File: src/hdl/asu_pkg.sv
`timescale 1ns / 1ps
// ----------------------------------------------------------------------------
// asu_pkg
// Shared types and constants of the Adam step-update engine.
// ----------------------------------------------------------------------------
package asu_pkg;

	localparam int PARAM_COUNT = 1024;
	localparam int ADDR_W      = (PARAM_COUNT > 1) ? $clog2(PARAM_COUNT) : 1;
	localparam int INDEX_W     = 10;

	localparam int FQ_DEPTH    = 4;
	localparam int FQ_AW       = $clog2(FQ_DEPTH);
	localparam int MID_DEPTH   = 4;
	localparam int MID_AW      = $clog2(MID_DEPTH);

	localparam int DIV_STEPS   = 48;
	localparam int SQRT_STEPS  = 32;
	localparam int QUO_STEPS   = 31;

	localparam logic [16:0] ONE_Q16 = 17'h1_0000;

	typedef enum logic [1:0] {
		REG_LR  = 2'd0,
		REG_B1  = 2'd1,
		REG_B2  = 2'd2,
		REG_EPS = 2'd3
	} reg_idx_t;

	typedef struct packed {
		logic [23:0] lr;
		logic [15:0] b1;
		logic [15:0] b2;
		logic [15:0] eps;
	} cfg_t;

	typedef struct packed {
		logic [ADDR_W-1:0]   addr;
		logic signed [31:0]  grad;
		logic [31:0]         sq;
		logic [16:0]         d1;
		logic [16:0]         d2;
	} fq_entry_t;

	typedef struct packed {
		logic signed [31:0]  m;
		logic [31:0]         v;
		logic [16:0]         d1;
		logic [16:0]         d2;
	} mid_entry_t;

endpackage

File: src/hdl/asu_front.sv
`timescale 1ns / 1ps
// ----------------------------------------------------------------------------
// asu_front
// Accept gradient transactions, advance beta powers, form correction
// divisors and the clipped square, and queue the work for the back end.
// ----------------------------------------------------------------------------
module asu_front (
	input  logic              clk,
	input  logic              arst_n,
	input  asu_pkg::cfg_t     cfg,
	input  logic              clearing,
	input  logic              s_tvalid,
	output logic              s_tready,
	input  logic [47:0]       s_tdata,   // param_index[9:0], grad_value[41:10], zero pad
	input  logic              s_tuser,   // starts_tensor
	input  logic              pop,
	output logic              head_valid,
	output asu_pkg::fq_entry_t head
);
	import asu_pkg::*;

	localparam int RECIP = ((1 << 20) + PARAM_COUNT - 1) / PARAM_COUNT;

	fq_entry_t          fq_q [FQ_DEPTH];
	logic [FQ_AW-1:0]   wr_q, rd_q;
	logic [FQ_AW:0]     cnt_q;
	logic [16:0]        p1_q, p2_q;

	logic               accept;
	logic [INDEX_W-1:0] idx;
	logic signed [31:0] grad;
	logic [32:0]        p1_prod, p2_prod;
	logic [16:0]        p1_nx, p2_nx, d1, d2;
	logic [31:0]        gmag, sq;
	logic [63:0]        gsq;
	logic [29:0]        mod_prod;
	logic [9:0]         mod_q;
	logic [19:0]        mod_back;
	logic [INDEX_W-1:0] mod_r;
	fq_entry_t          entry;

	assign s_tready   = (cnt_q != (FQ_AW+1)'(FQ_DEPTH)) && !clearing;
	assign accept     = s_tvalid && s_tready;
	assign head_valid = (cnt_q != '0);
	assign head       = fq_q[rd_q];

	always_comb begin
		idx     = s_tdata[9:0];
		grad    = $signed(s_tdata[41:10]);
		p1_prod = p1_q * cfg.b1;
		p2_prod = p2_q * cfg.b2;
		p1_nx   = s_tuser ? p1_prod[32:16] : p1_q;
		p2_nx   = s_tuser ? p2_prod[32:16] : p2_q;
		d1      = ONE_Q16 - p1_nx;
		d2      = ONE_Q16 - p2_nx;
		if (d1 == '0) begin
			d1 = 17'd1;
		end
		if (d2 == '0) begin
			d2 = 17'd1;
		end
		gmag = grad[31] ? 32'(-grad) : 32'(grad);
		gsq  = gmag * gmag;
		sq   = (gsq[63:48] != '0) ? 32'hFFFF_FFFF : gsq[47:16];
		mod_prod = 30'(30'(idx) * 30'(RECIP));
		mod_q    = mod_prod[29:20];
		mod_back = 20'(mod_q) * 20'(PARAM_COUNT);
		mod_r    = idx - mod_back[9:0];
		entry.addr = (PARAM_COUNT >= (1 << INDEX_W)) ? ADDR_W'(idx) : ADDR_W'(mod_r);
		entry.grad = grad;
		entry.sq   = sq;
		entry.d1   = d1;
		entry.d2   = d2;
	end

	always_ff @(posedge clk or negedge arst_n) begin
		if (!arst_n) begin
			wr_q  <= '0;
			rd_q  <= '0;
			cnt_q <= '0;
			p1_q  <= ONE_Q16;
			p2_q  <= ONE_Q16;
		end else begin
			if (accept) begin
				wr_q <= wr_q + FQ_AW'(1);
				p1_q <= p1_nx;
				p2_q <= p2_nx;
			end
			if (pop) begin
				rd_q <= rd_q + FQ_AW'(1);
			end
			if (accept && !pop) begin
				cnt_q <= cnt_q + (FQ_AW+1)'(1);
			end else if (!accept && pop) begin
				cnt_q <= cnt_q - (FQ_AW+1)'(1);
			end
		end
	end

	always_ff @(posedge clk) begin
		if (accept) begin
			fq_q[wr_q] <= entry;
		end
	end

endmodule

File: config.mk
export PLATFORM = sky130hd
export DESIGN_NAME = asu_front
export DESIGN_NICKNAME = d
export VERILOG_FILES = /design/src/hdl/asu_pkg.sv /design/src/hdl/asu_front.sv
export SDC_FILE = /design/constraint.sdc
export NUM_CORES = 2
export LEC_CHECK = 0
export BUFFER_PORTS_ARGS = -buffer_cell sky130_fd_sc_hd__buf_2
export CAP_MARGIN = 10
export CORE_ASPECT_RATIO = 1.75
export CORE_MARGIN = 4
export CORE_UTILIZATION = 50
export CTS_CLUSTER_SIZE = 40
export DETAILED_ROUTE_END_ITERATION = 12
export PLACE_DENSITY = 0.71
export SETUP_SLACK_MARGIN = 0.3
export SYNTH_ARGS = -nofsm -noshare
export SYNTH_HDL_FRONTEND = slang
export SYNTH_SLANG_ARGS = --single-unit
File: constraint.sdc
create_clock -name clk -period 8.83 [get_ports clk]
set_input_delay 1.766 -clock clk [delete_from_list [all_inputs] [get_ports clk]]
set_output_delay 1.766 -clock clk [all_outputs]
set_load 0.02 [all_outputs]
After elaboration in Yosys (flattened, before gate mapping)
Memory sizes are Yosys's and may differ from the RTL's.
Index checks and enable logic that the tools add are counted.
W data, S select, Z words.

storage, ports and cells
  memories kept = 1
  RAM bits = 432
  register bits = 41
  logic and storage cells = 39
  output and inout port bits = 110
  bits of input ports = 126

operators by class
  reduce and logical (&&, ||, !) cells = 12
  add/subtract/negate cells = 7
  multipliers = 3
  equality and inequality tests = 1
  muxes and demuxes = 10

memories
  memory  words  bits a word  rd ports  clocked after Yosys merged registers in  wr ports  RTL line         RTL
  fq_q    4      108          1         0                                        1         asu_front.sv:24  fq_entry_t fq_q [FQ_DEPTH];

operators with widths
  kind                      count
  $mux W17                  4
  $mul A17 B16 Y33          2
  $mul A32 B32 Y64          1
  $mux W32                  2
  $logic_not A17 Y1         2
  $sub A17 B17 Y17 const A  2
  $neg A32 Y32              1
  $reduce_bool A16 Y1       1
  $mux W3                   2
  $add A2 B1 Y2 const B     2
  $logic_and A1 B1 Y1       4
  $add A3 B1 Y3 const B     1
  $logic_not A1 Y1          3
  $ne A3 B3 Y1 const B      1
  $reduce_bool A3 Y1        1
  $sub A3 B1 Y3 const B     1
  $mux W1                   2
  $reduce_bool A2 Y1        1

Depth between registers and ports, before layout
  depth after elaboration = 7
  depth in mapped cells = 42
  gate-level depth less buffers = 36

Least setup slack after synthesis
No wires, ideal clock.

  path type = input-to-reg
  start = input s_tdata[10]
  end = memory fq_q[0][35] (netlist name) (data pin)
  setup time = 0.291 ns
  data required time = 8.539 ns
  setup slack = -3.097 ns
  path buffers = 6
  cell stages on the path = 39
  arrival time = 11.636 ns
  cell sequence = clkbuf_1 inv_1 clkbuf_1 clkbuf_1 ha_1 nor2b_1 nand4_1 or2_2 o31ai_1 xor2_1 inv_1 clkbuf_1 nand2_1 inv_1 fa_1 inv_1 fa_1 fa_1 [... 3 more ...] fa_1 fa_1 inv_1 fa_1 inv_1 ha_1 clkbuf_1 and3_1 nand4_1 or2_2 or3_1 a31oi_1 nor3_1 a211oi_1 nand4_2 nor3_4 buf_6 nand3_1

between the ends
  longest elaborated chain between the ends = 5

ends and longest elaborated chain
  element              RTL line         RTL
  from (decl)          asu_front.sv:14  input logic [47:0] s_tdata,
  $neg A32 Y32         asu_front.sv:62  gmag = grad[31] ? 32'(-grad) : 32'(grad);
  $mux W32 *           asu_front.sv:62
  $mul A32 B32 Y64 *   asu_front.sv:63  gsq = gmag * gmag;
  $reduce_bool A16 Y1  asu_front.sv:64  sq = (gsq[63:48] != '0) ? 32'hFFFF_FFFF : gsq[47:16];
  $mux W32 *           asu_front.sv:64
  via sq[1]            asu_front.sv:34  logic [31:0] gmag, sq;
  to (decl)            asu_front.sv:24

Mark *: on every way through the listed nets, which the timed path passes. The rest lies on a longest branch.

Final worst setup path
  start = input s_tdata[23]
  end = memory fq_q[1][51] (netlist name) (data pin)

The elaborated chain is that of the path after synthesis.

==> flow_metrics.tcl <==
set metrics [dict create \
    dp.cells 9202 \
    track_usage_pct 30.2 \
    drv_cap 0 \
    io_pins 236 \
    yosysTopAreaCellShare_pct 36.3 \
    status "complete, but fails checks" \
    worst_slack_ps -2360 \
    die_w_um 284 \
    clock_skew_ps 17.8 \
    drive_above_1_share_pct 24.1 \
    arrival_ps 11520 \
    path_delay_family "adder cells" \
    ys_top_cells_by_area "fa_1, edfxtp_1, ha_1" \
    synth_seq_cells 473 \
    cp-end-kind "register" \
    antenna_found_initial 13 \
    first_global_vias 58100 \
    cts_buffers 42 \
    maxSlewViolCount 0 \
    areaGrowthSynthToFinish_pct 22.0 \
    rsz0062_at_grt "yes" \
    yosysTopAreaCell "fa_1" \
    clock_path_buffers 3 \
    seq_area_mm2 0.0140 \
    routed_wl_um 210000 \
    multi_input_area_mm2 0.0479 \
    clkSinkCount 473 \
    fin_crit_sh_pct 127 \
    path_class "in2reg" \
    synth_cells 6506 \
    placedInstanceArea_mm2 0.0778 \
    min_period_ps 11190 \
    netlist_area_mm2 0.0667 \
    crit_buf_inv 9 \
    final_area_mm2 0.0813 \
    ctsHoldBuffers 0 \
    wire_per_inst_um 22.5 \
    drt_pass1_iterations 5 \
    rows 177 \
    fmax_ghz 0.0893 \
    io_buffers 189 \
    final-hold-violation-count 0 \
    yosys_warnings 0 \
    dp_hpwl_um 174000 \
    crit_slowest_cell "or4b_4" \
    coreArea_mm2 0.133 \
    hp-class "reg2reg" \
    start_kind "input port" \
    tightest_slew_ps 1150 \
    grt_pass1_wl_um 320000 \
    path_common_cell "fa_1" \
    globalplace.congestion 1.01 \
    nFillCells 10700 \
    max_slew_margin_pct 23.3 \
    root_buffer "clkbuf_16" \
    path_max_fanout 8 \
    avgViaCountPerCell 5.55 \
    cts_tree "done" \
    drc 0 \
    stdcell_count 9335 \
    drt_iter0_markers 3014 \
    grt_max_degree 59 \
    overflow 0 \
    synth_edf_count 432 \
    violations "negative setup slack" \
    fin_nets 9424 \
    synth-main-ff-cell "edfxtp_1" \
    clkTransAtPathRegs_ps 70 \
    synth_cell_types 91 \
    setup_viol 128 \
    die_h_um 491 \
    htreeDepth 2 \
    dieArea_mm2 0.139 \
    cp.required_ps 9150 \
    start_util_pct 50.3 \
    syn-mean-instance-area_um2 10.2 \
    clk-insertion-delay-late_ps 600 \
    cpPeakStageDelay_ps 600 \
    ys_seq_area_share_pct 21.0 \
    ant_nets 0 \
    synthArstFlopShare_pct 8.67 \
    vias 51800 \
]
## state kept, by name, summed over array words and instances, names as in the netlist
name / count
cnt_q: 3
fq_q: 432
p1_q: 17
p2_q: 17
rd_q: 2
wr_q: 2
## cell families after synthesis
family,share of synthesized area [%]
AO/OA/AOI/OAI,5.93
AND/OR/NAND/NOR,11.3
adder cells (fa/ha/maj),45.6
multiplexers,4.07
other,0.0113
flip-flops,21.0
buffers and inverters,10.1
XOR/XNOR,1.96
## cell usage after synthesis (all sizes together), types with 7 or more instances
| master | n |
|---|---|
| inv | 1483 |
| fa | 1210 |
| nand2 | 798 |
| ha | 492 |
| edfxtp | 432 |
| nor2 | 337 |
| clkbuf | 272 |
| and2 | 193 |
| a21oi | 145 |
| o21ai | 125 |
| mux4 | 108 |
| xnor2 | 90 |
| a21o | 79 |
| nand3 | 67 |
| nand4 | 67 |
| xor2 | 58 |
| dfrtp | 39 |
| buf | 34 |
| nor3 | 33 |
| and3 | 31 |
| o21a | 28 |
| o21bai | 25 |
| a211oi | 21 |
| a31oi | 20 |
| and4 | 20 |
| nor4 | 18 |
| o211ai | 18 |
| or2 | 18 |
| mux2i | 17 |
| o31ai | 16 |
| nand2b | 15 |
| or3 | 14 |
| nor2b | 13 |
| a2111oi | 10 |
| a31o | 10 |
| mux2 | 10 |
| a211o | 9 |
| o2111ai | 9 |
| or4 | 9 |
| o221ai | 8 |
| a221o | 7 |
| a221oi | 7 |
## through the flow
| step | setup WS, ps | utilization, % | setup TNS [ps] | hold WS, ps |
|---|---|---|---|---|
| floorplan | -2290 | - | -291030 | 455 |
| global placement | -3060 | 58.6 | -400650 | 471 |
| detailed placement | -3180 | 58.6 | -417820 | 474 |
| CTS | -2300 | 60.2 | -290050 | 483 |
| global route | -2570 | 61.3 | -325800 | 494 |
| finish | -2360 | 61.3 | -298680 | 485 |
## path summary, 6_finish.rpt
kind	slack, ps	to	cells past startpoint	start
setup / recovery	-2360	fq_q[1][51]	36	s_tdata[23]
hold / removal	480	cnt_q[2]	1	cnt_q[2]
setup reg to reg	610	fq_q[3][18]	26	p1_q[7]
hold reg to reg	480	cnt_q[2]	1	cnt_q[2]
max in group asynchronous	6590	rd_q[0]	1	arst_n
min in group asynchronous	1370	p2_q[4]	1	arst_n
## layer usage
| layer | global-route usage (%) | routed length (um) | vias to the layer above |
|---|---|---|---|
| met1 | 28.8 | 63600 | 26300 |
| met3 | 4.45 | 11600 | 944 |
| met5 | 0 | 71 | - |
| met4 | 24.4 | 21700 | 10 |
| li1 | - | - | 22600 |
| met2 | 56.8 | 113000 | 1938 |
## timing repair
action / in CTS / in global routing
setup endpoints to repair: 144 / 160
gates resized for setup: 85 / 258
gates cloned: 3 / 4
setup buffers: 18 / 25
pin swaps: 18 / 156
## final cells by class
cell class / instances / area share (%)
clock buffers: 48 / 1.32
clock inverters: 30 / 0.465
diodes: 5 / 0.0154
repair inverters: 1 / 0.00923
inverters: 1489 / 6.88
multi-input cells: 4261 / 58.9
well taps: 1700 / 2.61
flip-flops and latches: 473 / 17.2
repair buffers: 1328 / 12.6
## cell usage in the layout, fill, tap and decap left out, types with 16 or more instances in the layout
cell type and count:
o211ai_1 18, xnor2_1 75, nand2_1 772, o21ai_1 19
nand2_2 16, o21ai_0 102, dfrtp_1 37, o21a_1 28
a21oi_1 128, ha_4 32, buf_4 1075, edfxtp_1 432
inv_1 1461, and3_1 23, ha_1 455, and4_1 17
nor3_1 27, nand3_4 22, nand3_1 36, buf_6 28
buf_2 175, buf_12 35, o21bai_1 25, a21o_1 79
fa_2 26, fa_1 1184, nand4_1 66, inv_2 20
mux4_2 108, xor2_1 50, clkbuf_16 46, conb_1 25
a31oi_1 17, and2_1 189, nor2_1 321, mux2i_1 16
Power is left out: the tool's default activity adds up to more than one toggle a clock period on the data nets, which glitch-free logic cannot reach.
